--- src/rtl/mezs_pkg.sv ---
// ----------------------------------------------------------------------------
// mezs_pkg: shared types and constants of the motion envelope zoom smoother
// Holds the sequencer states, register indexes, fixed-point constants and
// small helper functions used by the datapath.
// ----------------------------------------------------------------------------
package mezs_pkg;

	typedef enum logic [3:0] {
		ST_IDLE,
		ST_SQX,
		ST_SQY,
		ST_SQZ,
		ST_ROOT,
		ST_DIV,
		ST_FMUL,
		ST_FUPD,
		ST_SM1,
		ST_SM2,
		ST_SM3,
		ST_BMUL,
		ST_GOAL,
		ST_ZMUL,
		ST_ZUPD,
		ST_DONE
	} mezs_state_t;

	typedef enum logic [2:0] {
		REG_ZOOM_DEFAULT  = 3'd0,
		REG_ZOOM_LOWER    = 3'd1,
		REG_ZOOM_UPPER    = 3'd2,
		REG_ZOOM_MOTION   = 3'd3,
		REG_SMOOTH_GAIN   = 3'd4,
		REG_FULL_SCALE    = 3'd5
	} mezs_reg_t;

	localparam logic [15:0] RISE_Q15        = 16'd13107;
	localparam logic [15:0] FALL_Q15        = 16'd3277;
	localparam logic [15:0] ONE_Q15         = 16'd32768;
	localparam logic [15:0] LEVEL_FLOOR     = 16'd33;
	localparam logic [15:0] SNAP_UNITS      = 16'd8;
	localparam logic [16:0] DEADBAND_UNITS  = 17'd32;
	localparam logic [16:0] SMOOTH_THREE    = 17'd98304;
	localparam logic [4:0]  ITER_LAST       = 5'd30;

	localparam logic [15:0] RST_ZOOM_DEFAULT = 16'd4096;
	localparam logic [15:0] RST_ZOOM_LOWER   = 16'd2048;
	localparam logic [15:0] RST_ZOOM_UPPER   = 16'd8192;
	localparam logic [15:0] RST_ZOOM_MOTION  = 16'd3277;
	localparam logic [15:0] RST_SMOOTH_GAIN  = 16'd4915;
	localparam logic [15:0] RST_FULL_SCALE   = 16'd2880;

	// magnitude minus deadband, never negative
	function automatic logic [14:0] dead_axis(input logic [15:0] raw);
		logic [16:0] mag;
		logic [16:0] d;
		mag = raw[15] ? (17'h10000 - {1'b0, raw}) : {1'b0, raw};
		d = (mag < DEADBAND_UNITS) ? 17'd0 : (mag - DEADBAND_UNITS);
		return d[14:0];
	endfunction

	// when the limits cross, values below the lower limit give it and all others the upper
	function automatic logic [15:0] limit_zoom(input logic [15:0] z,
			input logic [15:0] lo, input logic [15:0] hi);
		if (z < lo)
			return lo;
		else if (z > hi)
			return hi;
		return z;
	endfunction

	// round a Q15 product back to an integer step
	function automatic logic [15:0] round_step(input logic [47:0] p);
		logic [47:0] r;
		r = p + 48'd16384;
		return r[30:15];
	endfunction

endpackage

--- src/rtl/mezs_in_if.sv ---
// ----------------------------------------------------------------------------
// mezs_in_if: gyro sample channel
// Valid/ready channel carrying one three-axis sample per transfer.
// ----------------------------------------------------------------------------
interface mezs_in_if;
	logic               valid;
	logic               ready;
	logic signed [15:0] gyro_x;
	logic signed [15:0] gyro_y;
	logic signed [15:0] gyro_z;
	logic               sample_present;

	modport source (output valid, gyro_x, gyro_y, gyro_z, sample_present, input ready);
	modport sink   (input valid, gyro_x, gyro_y, gyro_z, sample_present, output ready);
endinterface

--- src/rtl/mezs_out_if.sv ---
// ----------------------------------------------------------------------------
// mezs_out_if: zoom result channel
// Valid/ready channel carrying one zoom result per transfer.
// ----------------------------------------------------------------------------
interface mezs_out_if;
	logic        valid;
	logic        ready;
	logic [15:0] zoom_now;
	logic [15:0] zoom_goal;
	logic [15:0] motion_level;

	modport source (output valid, zoom_now, zoom_goal, motion_level, input ready);
	modport sink   (input valid, zoom_now, zoom_goal, motion_level, output ready);
endinterface

--- src/rtl/motion_envelope_zoom_smoother.sv ---
// ----------------------------------------------------------------------------
// motion_envelope_zoom_smoother: gyro driven zoom envelope follower
// Turns gyro samples into an activity level, follows it with an asymmetric
// attack/release envelope and steers a smoothed zoom toward a blended target.
// ----------------------------------------------------------------------------
// Usage:
//   gyro  - sink channel, one sample per transfer. sample_present low means
//           zero activity for that tick.
//   zoom  - source channel, one result (zoom_now, zoom_goal, motion_level)
//           per accepted sample, in order.
//   wr_en / wr_index / wr_data - register writes, taken on any edge with
//           wr_en high; unknown indexes are ignored. Write only while idle.
// Sequence:
//   A present sample passes through the squares, the square root, the
//   divide and the envelope, blend and zoom steps (the zoom update is
//   skipped when the zoom already sits on its target), all through one
//   shared 32x17 multiplier. An absent sample skips to the envelope.
//   gyro.ready is high only in the idle state, so the next transfer waits
//   until the sequencer is back in idle.
// Reset:
//   arst_n clears the sequencer and the output valid, loads the register
//   defaults, zeroes the motion level and sets the zoom to 4096.
// Stall:
//   A finished result sits in the output register; the next sample is
//   accepted meanwhile and its result holds in the last state until the
//   output register frees up.
// ----------------------------------------------------------------------------
module motion_envelope_zoom_smoother
	import mezs_pkg::*;
(
	input  logic               clk,
	input  logic               arst_n,
	mezs_in_if.sink            gyro,
	mezs_out_if.source         zoom,
	input  logic               wr_en,
	input  logic [2:0]         wr_index,
	input  logic [15:0]        wr_data
);

	mezs_state_t state_q, state_d;

	// configuration
	logic [15:0] zoom_default_q, zoom_lower_q, zoom_upper_q, zoom_motion_q;
	logic [15:0] smooth_gain_q, full_scale_q;

	// tracked state
	logic [15:0] level_q;
	logic [15:0] zoom_cur_q;

	// working registers
	logic [14:0] gx_q, gy_q, gz_q;
	logic [31:0] sum_q;
	logic [61:0] rad_q;
	logic [30:0] root_q;
	logic [32:0] rem_q;
	logic [4:0]  cnt_q;
	logic [15:0] act_q;
	logic [47:0] prod_q;
	logic [15:0] sm_q;
	logic [15:0] goal_q;
	logic        up_q;

	// output register
	logic        out_valid_q;
	logic [15:0] out_now_q, out_goal_q, out_level_q;

	// shared multiplier
	logic [31:0] mul_a;
	logic [16:0] mul_b;
	logic [48:0] mul_p;
	assign mul_p = 49'(mul_a) * 49'(mul_b);

	logic        accept;
	logic        out_free;
	assign accept   = gyro.valid && gyro.ready;
	assign out_free = !out_valid_q || zoom.ready;

	// square root step: two radicand bits per cycle
	logic [34:0] sq_trial, sq_test;
	assign sq_trial = {rem_q, rad_q[61:60]};
	assign sq_test  = {2'b00, root_q, 2'b01};

	// restoring divide step: one quotient bit per cycle
	logic [16:0] dv_trial;
	logic [15:0] dv_den;
	assign dv_trial = {rem_q[15:0], root_q[30]};
	assign dv_den   = (full_scale_q == 16'd0) ? 16'd1 : full_scale_q;

	// envelope, blend and zoom operands
	logic        act_up;
	logic [15:0] act_gap;
	logic        def_down;
	logic [15:0] def_gap;
	logic        zoom_up;
	logic [15:0] zoom_gap;
	logic [15:0] gain_sat;
	assign act_up   = act_q > level_q;
	assign act_gap  = act_up ? (act_q - level_q) : (level_q - act_q);
	assign def_down = zoom_default_q >= zoom_motion_q;
	assign def_gap  = def_down ? (zoom_default_q - zoom_motion_q)
		: (zoom_motion_q - zoom_default_q);
	assign zoom_up  = goal_q > zoom_cur_q;
	assign zoom_gap = zoom_up ? (goal_q - zoom_cur_q) : (zoom_cur_q - goal_q);
	assign gain_sat = (smooth_gain_q > ONE_Q15) ? ONE_Q15 : smooth_gain_q;

	logic [15:0] step;
	assign step = round_step(prod_q);

	logic [15:0] lvl_next;
	assign lvl_next = up_q ? (level_q + step) : (level_q - step);

	logic [15:0] goal_raw;
	assign goal_raw = up_q ? (zoom_default_q - step) : (zoom_default_q + step);

	logic [15:0] nz, rest;
	assign nz   = up_q ? (zoom_cur_q + step) : (zoom_cur_q - step);
	assign rest = up_q ? (goal_q - nz) : (nz - goal_q);

	logic [47:0] sm_round;
	assign sm_round = prod_q + 48'h2000_0000;

	// next state
	always_comb begin
		state_d = state_q;
		unique case (state_q)
			ST_IDLE: begin
				if (accept)
					state_d = gyro.sample_present ? ST_SQX : ST_FMUL;
			end
			ST_SQX:  state_d = ST_SQY;
			ST_SQY:  state_d = ST_SQZ;
			ST_SQZ:  state_d = ST_ROOT;
			ST_ROOT: if (cnt_q == ITER_LAST) state_d = ST_DIV;
			ST_DIV:  if (cnt_q == ITER_LAST) state_d = ST_FMUL;
			ST_FMUL: state_d = ST_FUPD;
			ST_FUPD: state_d = ST_SM1;
			ST_SM1:  state_d = ST_SM2;
			ST_SM2:  state_d = ST_SM3;
			ST_SM3:  state_d = ST_BMUL;
			ST_BMUL: state_d = ST_GOAL;
			ST_GOAL: state_d = ST_ZMUL;
			ST_ZMUL: state_d = (zoom_cur_q == goal_q) ? ST_DONE : ST_ZUPD;
			ST_ZUPD: state_d = ST_DONE;
			ST_DONE: if (out_free) state_d = ST_IDLE;
			default: state_d = ST_IDLE;
		endcase
	end

	// handshake and multiplier operand select
	always_comb begin
		gyro.ready = (state_q == ST_IDLE);
		mul_a = '0;
		mul_b = '0;
		unique case (state_q)
			ST_SQX: begin
				mul_a = 32'(gx_q);
				mul_b = 17'(gx_q);
			end
			ST_SQY: begin
				mul_a = 32'(gy_q);
				mul_b = 17'(gy_q);
			end
			ST_SQZ: begin
				mul_a = 32'(gz_q);
				mul_b = 17'(gz_q);
			end
			ST_FMUL: begin
				mul_a = 32'(act_gap);
				mul_b = act_up ? 17'(RISE_Q15) : 17'(FALL_Q15);
			end
			ST_SM1: begin
				mul_a = 32'(level_q);
				mul_b = 17'(level_q);
			end
			ST_SM2: begin
				mul_a = prod_q[31:0];
				mul_b = SMOOTH_THREE - {level_q, 1'b0};
			end
			ST_BMUL: begin
				mul_a = 32'(sm_q);
				mul_b = 17'(def_gap);
			end
			ST_ZMUL: begin
				mul_a = 32'(gain_sat);
				mul_b = 17'(zoom_gap);
			end
			default: begin
				mul_a = '0;
				mul_b = '0;
			end
		endcase
	end

	assign zoom.valid        = out_valid_q;
	assign zoom.zoom_now     = out_now_q;
	assign zoom.zoom_goal    = out_goal_q;
	assign zoom.motion_level = out_level_q;

	// control and tracked state
	always_ff @(posedge clk or negedge arst_n) begin
		if (!arst_n) begin
			state_q        <= ST_IDLE;
			out_valid_q    <= 1'b0;
			cnt_q          <= '0;
			level_q        <= '0;
			zoom_cur_q     <= RST_ZOOM_DEFAULT;
			zoom_default_q <= RST_ZOOM_DEFAULT;
			zoom_lower_q   <= RST_ZOOM_LOWER;
			zoom_upper_q   <= RST_ZOOM_UPPER;
			zoom_motion_q  <= RST_ZOOM_MOTION;
			smooth_gain_q  <= RST_SMOOTH_GAIN;
			full_scale_q   <= RST_FULL_SCALE;
		end else begin
			state_q <= state_d;

			if (wr_en) begin
				unique case (wr_index)
					REG_ZOOM_DEFAULT: zoom_default_q <= wr_data;
					REG_ZOOM_LOWER:   zoom_lower_q   <= wr_data;
					REG_ZOOM_UPPER:   zoom_upper_q   <= wr_data;
					REG_ZOOM_MOTION:  zoom_motion_q  <= wr_data;
					REG_SMOOTH_GAIN:  smooth_gain_q  <= wr_data;
					REG_FULL_SCALE:   full_scale_q   <= wr_data;
					default: ;
				endcase
			end

			// iteration counter for root and divide
			if (state_q == ST_ROOT || state_q == ST_DIV)
				cnt_q <= (cnt_q == ITER_LAST) ? 5'd0 : cnt_q + 5'd1;
			else
				cnt_q <= '0;

			if (state_q == ST_FUPD)
				level_q <= (lvl_next < LEVEL_FLOOR) ? 16'd0 : lvl_next;

			if (state_q == ST_ZUPD)
				zoom_cur_q <= (rest <= SNAP_UNITS) ? goal_q
					: limit_zoom(nz, zoom_lower_q, zoom_upper_q);

			// a new result wins over the transfer of the old one
			if (state_q == ST_DONE && out_free)
				out_valid_q <= 1'b1;
			else if (zoom.valid && zoom.ready)
				out_valid_q <= 1'b0;
		end
	end

	// datapath registers
	always_ff @(posedge clk) begin
		unique case (state_q)
			ST_IDLE: begin
				gx_q  <= dead_axis(gyro.gyro_x);
				gy_q  <= dead_axis(gyro.gyro_y);
				gz_q  <= dead_axis(gyro.gyro_z);
				act_q <= '0;
			end
			ST_SQX: sum_q <= mul_p[31:0];
			ST_SQY: sum_q <= sum_q + mul_p[31:0];
			ST_SQZ: begin
				sum_q  <= sum_q + mul_p[31:0];
				rad_q  <= {sum_q + mul_p[31:0], 30'd0};
				root_q <= '0;
				rem_q  <= '0;
			end
			ST_ROOT: begin
				rad_q <= {rad_q[59:0], 2'b00};
				if (sq_trial >= sq_test)
					root_q <= {root_q[29:0], 1'b1};
				else
					root_q <= {root_q[29:0], 1'b0};
				// clear the remainder for the divide after the last step
				if (cnt_q == ITER_LAST)
					rem_q <= '0;
				else if (sq_trial >= sq_test)
					rem_q <= 33'(sq_trial - sq_test);
				else
					rem_q <= sq_trial[32:0];
			end
			ST_DIV: begin
				if (dv_trial >= {1'b0, dv_den}) begin
					rem_q  <= 33'(dv_trial - {1'b0, dv_den});
					root_q <= {root_q[29:0], 1'b1};
				end else begin
					rem_q  <= 33'(dv_trial);
					root_q <= {root_q[29:0], 1'b0};
				end
				if (cnt_q == ITER_LAST) begin
					// root_q shifts in the last quotient bit here
					if ({root_q[29:0], dv_trial >= {1'b0, dv_den}} > 31'(ONE_Q15))
						act_q <= ONE_Q15;
					else
						act_q <= {root_q[14:0], dv_trial >= {1'b0, dv_den}};
				end
			end
			ST_FMUL: begin
				prod_q <= mul_p[47:0];
				up_q   <= act_up;
			end
			ST_SM1: prod_q <= mul_p[47:0];
			ST_SM2: prod_q <= mul_p[47:0];
			ST_SM3: sm_q   <= sm_round[45:30];
			ST_BMUL: begin
				prod_q <= mul_p[47:0];
				up_q   <= def_down;
			end
			ST_GOAL: goal_q <= limit_zoom(goal_raw, zoom_lower_q, zoom_upper_q);
			ST_ZMUL: begin
				prod_q <= mul_p[47:0];
				up_q   <= zoom_up;
			end
			ST_DONE: begin
				if (out_free) begin
					out_now_q   <= zoom_cur_q;
					out_goal_q  <= goal_q;
					out_level_q <= level_q;
				end
			end
			default: ;
		endcase
	end

	// checks
	a_leave_idle: assert property (@(posedge clk) disable iff (!arst_n)
		accept |=> state_q != ST_IDLE)
		else $error("sequencer stayed idle after a sample transfer");

	a_level_range: assert property (@(posedge clk) disable iff (!arst_n)
		level_q <= ONE_Q15)
		else $error("motion level above one");

	a_iter_bound: assert property (@(posedge clk) disable iff (!arst_n)
		(state_q == ST_ROOT || state_q == ST_DIV) |-> cnt_q <= ITER_LAST)
		else $error("iteration counter out of range");

	a_done_waits: assert property (@(posedge clk) disable iff (!arst_n)
		(state_q == ST_DONE && !out_free) |=> state_q == ST_DONE)
		else $error("result dropped while output register was full");

	a_result_once: assert property (@(posedge clk) disable iff (!arst_n)
		(state_q == ST_DONE && out_free) |=> out_valid_q && state_q == ST_IDLE)
		else $error("result not posted on leaving the last state");

endmodule

--- src/flat_wrapper.sv ---
// flat-port wrapper written by rule: the top's interface ports become plain ports
module motion_envelope_zoom_smoother_flat import mezs_pkg::*;
  (clk, arst_n, wr_en, wr_index, wr_data, gyro_valid, gyro_gyro_x, gyro_gyro_y, gyro_gyro_z, gyro_sample_present, gyro_ready, zoom_valid, zoom_zoom_now, zoom_zoom_goal, zoom_motion_level, zoom_ready);
  mezs_in_if gyro_i ();
  mezs_out_if zoom_i ();
  input  logic clk;
  input  logic arst_n;
  input  logic wr_en;
  input  logic [2:0] wr_index;
  input  logic [15:0] wr_data;
  input wire logic [$bits(gyro_i.valid)-1:0] gyro_valid;
  input wire logic [$bits(gyro_i.gyro_x)-1:0] gyro_gyro_x;
  input wire logic [$bits(gyro_i.gyro_y)-1:0] gyro_gyro_y;
  input wire logic [$bits(gyro_i.gyro_z)-1:0] gyro_gyro_z;
  input wire logic [$bits(gyro_i.sample_present)-1:0] gyro_sample_present;
  output wire logic [$bits(gyro_i.ready)-1:0] gyro_ready;
  output wire logic [$bits(zoom_i.valid)-1:0] zoom_valid;
  output wire logic [$bits(zoom_i.zoom_now)-1:0] zoom_zoom_now;
  output wire logic [$bits(zoom_i.zoom_goal)-1:0] zoom_zoom_goal;
  output wire logic [$bits(zoom_i.motion_level)-1:0] zoom_motion_level;
  input wire logic [$bits(zoom_i.ready)-1:0] zoom_ready;
  assign gyro_i.valid = gyro_valid;
  assign gyro_i.gyro_x = gyro_gyro_x;
  assign gyro_i.gyro_y = gyro_gyro_y;
  assign gyro_i.gyro_z = gyro_gyro_z;
  assign gyro_i.sample_present = gyro_sample_present;
  assign gyro_ready = gyro_i.ready;
  assign zoom_valid = zoom_i.valid;
  assign zoom_zoom_now = zoom_i.zoom_now;
  assign zoom_zoom_goal = zoom_i.zoom_goal;
  assign zoom_motion_level = zoom_i.motion_level;
  assign zoom_i.ready = zoom_ready;
  motion_envelope_zoom_smoother u_core (.clk(clk), .arst_n(arst_n), .gyro(gyro_i), .zoom(zoom_i), .wr_en(wr_en), .wr_index(wr_index), .wr_data(wr_data));
endmodule
--- config.mk ---
export PLATFORM = sky130hd
export DESIGN_NAME = motion_envelope_zoom_smoother_flat
export DESIGN_NICKNAME = d
export VERILOG_FILES = /design/src/rtl/mezs_pkg.sv /design/src/rtl/mezs_in_if.sv /design/src/rtl/mezs_out_if.sv /design/src/rtl/motion_envelope_zoom_smoother.sv /design/src/flat_wrapper.sv
export SDC_FILE = /design/constraint.sdc
export NUM_CORES = 2
export LEC_CHECK = 0
export BUFFER_PORTS_ARGS = -buffer_cell sky130_fd_sc_hd__buf_2
export CAP_MARGIN = 20
export CORE_MARGIN = 2
export CORE_UTILIZATION = 56
export CTS_CLUSTER_SIZE = 40
export DETAILED_ROUTE_END_ITERATION = 8
export HOLD_SLACK_MARGIN = 0.03
export PLACE_DENSITY_LB_ADDON = 0.05
export SLEW_MARGIN = 20
export SYNTH_ARGS = -nofsm -noshare
export SYNTH_HDL_FRONTEND = slang
export SYNTH_SLANG_ARGS = --single-unit
--- constraint.sdc ---
create_clock -name clk -period 13.35 [get_ports clk]
set_clock_uncertainty 0.1 [all_clocks]
set_input_delay 1.335 -clock clk [delete_from_list [all_inputs] [get_ports clk]]
set_output_delay 1.335 -clock clk [all_outputs]
set_load 0.01 [all_outputs]
[Word level (Yosys, flattened, before mapping)]
Index checks and enable logic that the tools add are counted.
Widths: inputs -> output; s select.
Word-level totals
  register bits: 484
  bits in latches: 0
  RAM bits: 0
  memory bits (read-only): 0
  input bits: 73
  output and inout bits: 50
  memories: 0
Cells by class
  $add $sub $neg: 27
  multiply operators: 1
  div/mod/pow operators: 0
  $lt $le $gt $ge: 16
  equal/unequal tests: 26
  shift operators: 0
  mux-type cells: 53
  bitwise gates (word level): 0
  reductions and logical operators: 26
Operators with widths (number)
  $mux 16: 19
  $pmux 32 s8: 1
  $sub 16x16->16: 11
  $pmux 17 s8: 1
  $pmux 62 s2: 1
  $mux 33: 3
  $pmux 33 s3: 1
  $pmux 31 s3: 1
  $gt 16x16->1: 4
  $pmux 32 s2: 1
  $pmux 4 s16: 1
  $lt 17x6->1 const B: 3
  $mux 17: 3
  $sub 17x16->17 const A: 3
  $add 16x16->16: 3
  $add 46x30->46 const B: 1
  $mul 32x17->46: 1
  $sub 15x6->15 const B: 3
  $ge 35x33->1: 1
  $sub 33x33->33: 1
  $add 32x32->32: 1
  $eq 4x4->1 const B: 8
  $lt 16x16->1: 2
  $pmux 16 s2: 1
  other kinds (38): 74

[Logic depth before layout (Yosys ltp)]
  word-level depth: 9
  gate-level depth with buffers: 49

[Least setup slack after synthesis]
Ideal clock, no wire load.
  kind: reg2reg
  start point: reg u_core.zoom_motion_q[0]
  end point: reg u_core.sum_q[31], data pin
  setup time: 268 ps
  data arrival time: 10426 ps
  required time: 12982 ps
  path slack: 2557 ps
  stages on the path, launching flop included: 44
  clock period less this slack: 10793 ps
  cells stage by stage: dfstp_2 ha_1 inv_1 fa_1 a21oi_1 o21ai_0 a21oi_1 a31oi_1 o221ai_1 mux2_2 a31oi_1 o21ai_0 xor2_1 a211oi_2 clkbuf_1 nor2_1 fa_1 fa_1 [8 not listed] ha_1 a21o_1 a21oi_1 o21ai_0 a31o_2 or2_2 a21oi_1 xnor2_1 ha_1 nand2_1 nor2_1 a211oi_1 nor2_1 a211oi_1 a21oi_1 o31a_1 o311a_1 xor2_1
Between the ends
  longest elaborated chain between the ends: 6
  elaborated cells on any way between the ends: 8
  classes of those cells: 3 x add/sub; 1 x mul; 1 x order compare; 3 x mux
Ends and longest elaborated chain
  start: declaration: RTL line motion_envelope_zoom_smoother.sv:43  | logic [15:0] zoom_default_q, zoom_lower_q, zoom_upper_q, zoom_motion_q;
  start signal: assignment: RTL line motion_envelope_zoom_smoother.sv:221  | REG_ZOOM_MOTION: zoom_motion_q <= wr_data;
  $sub 16x16->16, or another cell as far along: RTL line motion_envelope_zoom_smoother.sv:101  | : (zoom_motion_q - zoom_default_q);
  $mux 16 (*): RTL line motion_envelope_zoom_smoother.sv:100  | assign def_gap = def_down ? (zoom_default_q - zoom_motion_q)
  $pmux 17 s8 (*): RTL line motion_envelope_zoom_smoother.sv:154  | unique case (state_q)
  $mul 32x17->46 (*): RTL line motion_envelope_zoom_smoother.sv:71  | assign mul_p = 49'(mul_a) * 49'(mul_b);
  via u_core.mul_p[24]: RTL line motion_envelope_zoom_smoother.sv:70  | logic [48:0] mul_p;
  $add 32x32->32 (*): RTL line motion_envelope_zoom_smoother.sv:259, motion_envelope_zoom_smoother.sv:261
  $pmux 32 s2 (*): RTL line motion_envelope_zoom_smoother.sv:251  | unique case (state_q)
  end signal: assignment: RTL line motion_envelope_zoom_smoother.sv:258  | ST_SQX: sum_q <= mul_p[31:0];
  end signal: assignment: RTL line motion_envelope_zoom_smoother.sv:259  | ST_SQY: sum_q <= sum_q + mul_p[31:0];
  end signal: assignment: RTL line motion_envelope_zoom_smoother.sv:261  | sum_q <= sum_q + mul_p[31:0];
  end: declaration: RTL line motion_envelope_zoom_smoother.sv:52  | logic [31:0] sum_q;
Mark *: on every way through the listed nets, which the timed path passes. The rest lies on a longest branch.
A chain may end at the register's enable or synchronous reset.

[Worst setup path after layout]
  start point: reg u_core.level_q[1]
  end point: reg u_core.sum_q[31], data pin
Between the ends
  longest elaborated chain between the ends: 6
  elaborated cells on any way between the ends: 11
  classes of those cells: 4 x add/sub; 1 x mul; 1 x order compare; 5 x mux
Ends and longest elaborated chain
  start: declaration: RTL line motion_envelope_zoom_smoother.sv:47  | logic [15:0] level_q;
  start signal: assignment: RTL line motion_envelope_zoom_smoother.sv:235  | level_q <= (lvl_next < LEVEL_FLOOR) ? 16'd0 : lvl_next;
  $sub 16x16->16 / $gt 16x16->1 (equally long branches): RTL line motion_envelope_zoom_smoother.sv:98, motion_envelope_zoom_smoother.sv:97
  $mux 16 / $mux 14 (equally long branches): RTL line motion_envelope_zoom_smoother.sv:98, motion_envelope_zoom_smoother.sv:169
  $pmux 32 s8 / $pmux 17 s8 (equally long branches): RTL line motion_envelope_zoom_smoother.sv:154
  $mul 32x17->46 (*): RTL line motion_envelope_zoom_smoother.sv:71
  via u_core.mul_p[23]: RTL line motion_envelope_zoom_smoother.sv:70
  $add 32x32->32 (*): RTL line motion_envelope_zoom_smoother.sv:259, motion_envelope_zoom_smoother.sv:261
  $pmux 32 s2 (*): RTL line motion_envelope_zoom_smoother.sv:251
Marked as above.

==> metrics <==
setup TNS 0 ps; R2R Setup Slk 810 ps; post-route ant nets 0; H-Tree Depth 2; Final nets 6754; Final Max Tran Viols 0; Vias 42.39k; Hold Path End u_core.cnt_q[0]; die height 306.2 µm; class of the worst hold path register to register; R2R Path End u_core.sum_q[31]; async set or reset register ratio after synthesis 30.40%; GRT Util Overall 35.31%; largest net degree at the start of global routing 82; status completed; final hold vios 0; syn avg cell area 8.942 µm²; Synth top area share 18.56%; # setup viols final 0; Hold Path Origin u_core.cnt_q[0]; share of layout cells above drive strength 1 8.346%; hold_buf cts 0; slowest CP cell o21ai_1; number of synthesized flops with an enable pin 316; CP Class register to register; Synth Instances 5719; reg2reg path depth 40; cell with the most instances after synthesis inv_1; post-CTS setup buffers 0; Crit Reg-Reg Startpoint u_core.level_q[1]; clock sink count 454; top cells by area, synth edfxtp_1 19%, fa_1 18%, ha_1 11%; Worst Hold Margin 380.5 ps; CTS tree done; number of global-route vias before repair 41.57k; count of buffers from port buffering 122; # rows 110; cell area after placement 0.05343 mm²; synthesized area 0.05114 mm²; Area growth syn-to-layout 8.116%; GR Overflow Total 0; Detailed Place HPWL 128500 µm; Critical Path End Type register; Max-cap violations 0; CTS Root Cell clkbuf_16; critical path peak fanout 15; I/O Pins 123; area leader, netlist edfxtp_1; GPL Wtd Cong 1.002; most frequent CP cell fa_1; Synth Flop Type edfxtp_1; post-synthesis sequential area ratio 25.36%; unrepaired setup endpoints after global routing false; First DRT Iteration DRCs 4009; CP peak stage delay 680 ps; min Tclk post-route 12540 ps; TritonCTS buffer count 55; period utilization 93.91%; Data arrival, critical path 12810 ps; antenna violations before repair 1; Worst-Skew Late Latency 680 ps; Design Area, Final 0.05529 mm²; routed len/inst 23.34 µm; DIE AREA 0.09375 mm²; Slew HR 12.41%; Clock Pin Slew Worst Setup and Hold Paths 60 ps; drt total wl 163800 µm; maximum clock path buffer count 3; Worst Hold Depth 1; cts repair resizes 0; 1st-pass router iterations 6; total core area 0.09029 mm²; top cells by count, synth 750 x inv_1, 730 x nand2_1, 460 x fa_1; FILL cells 7998; fmax 79.77 MHz; die width 306.2 µm; Startpoint Class register; DRC viols 0; Yosys reg bits 454; starting density of the core 56.64%; CP Data Required Time 13620 ps; first-pass GRT wire length 252500 µm; yosys warns 0; Vias/cell 6.041; worst-margin pin slew 1300 ps; post-synthesis cell type count 83
[worst max-delay path: cells and delay by family (launching register included)]
| kind | cells | cell delay [ps] |
|---|---|---|
| buf+inv | 4 | 720 |
| compound gates | 18 | 4840 |
| xor+xnor | 3 | 640 |
| simple gates | 5 | 850 |
| mux | 1 | 220 |
| flops | 1 | 620 |
| fa+ha+maj | 9 | 4230 |
[layout make-up]
cell class / instances / area (µm²) / area share [%]
sequential: 454 / 12970 / 23.46
clock inverter: 29 / 291.5 / 0.5273
clock buffer: 73 / 1535 / 2.777
multi-input combinational: 4282 / 34630 / 62.64
inverter: 750 / 2815 / 5.092
timing repair buffer: 247 / 1559 / 2.820
tap: 1176 / 1471 / 2.661
antenna: 6 / 15.01 / 0.02716
[placed cells by master, fill, tap and decap left out, types with 42 or more instances in the layout]
master	synthesis	final
a21o_1	132	132
a21oi_1	291	289
and2_1	120	120
buf_2	4	121
buf_4	0	124
clkbuf_16	0	56
dfrtp_1	116	116
edfxtp_1	316	316
fa_1	460	460
ha_1	431	431
inv_1	750	749
mux2_2	77	77
mux2i_1	92	92
nand2_1	730	729
nand2b_1	50	50
nand3_1	96	96
nand4_1	46	46
nor2_1	396	394
nor2b_1	56	55
nor3_1	99	91
nor4_1	42	42
o21a_1	45	45
o21ai_0	292	291
xnor2_1	182	182
xor2_1	131	131
[sequential cells by signal (all words and copies together), names as in the netlist, 31 cells and up]
register / flops
u_core.prod_q: 46
u_core.rem_q: 33
u_core.rad_q: 32
u_core.sum_q: 32
u_core.root_q: 31
[worst max path at each step]
| stage | start | end | slack, ps |
|---|---|---|---|
| after floorplan | u_core.zoom_motion_q[0] | u_core.sum_q[31] | 2560 |
| after global placement | u_core.goal_q[0] | u_core.sum_q[31] | 1280 |
| after detailed placement | u_core.goal_q[10] | u_core.sum_q[31] | 1040 |
| after CTS | u_core.goal_q[10] | u_core.sum_q[31] | 960 |
| after global routing | u_core.level_q[1] | u_core.sum_q[29] | 4 |
| final | u_core.level_q[1] | u_core.sum_q[31] | 810 |
[through the flow]
step | worst slack, ps | util, % | cells
after floorplan | 2557 | - | 5734
after global placement | 1278 | 59.18 | 6908
after detailed placement | 1037 | 59.18 | 6908
after CTS | 961.5 | 61.20 | 7010
after global routing | 4.303 | 61.22 | 7011
final | 813.6 | 61.24 | 7017
[cells by family after synthesis]
kind of cell	synth area share, %
buffers and inverters	7.350
adder cells (fa/ha/maj)	28.55
flip-flops	25.36
AND/OR/NAND/NOR	15.50
AO/OA/AOI/OAI	14.32
XOR/XNOR	5.407
multiplexers	3.496
other	0.007333
[routing by layer]
| metal | track usage [%] | up-vias | part of all wire [%] |
|---|---|---|---|
| li1 | - | 19475 | - |
| met1 | 50.20 | 20806 | 44 |
| met2 | 54.31 | 1801 | 44 |
| met3 | 6.594 | 309 | 8.6 |
| met4 | 12.21 | 0 | 3.8 |
| met5 | 0 | - | 0 |
Power is left out: the tool's default activity adds up to more than one toggle a clock period on the data nets, which glitch-free logic cannot reach.
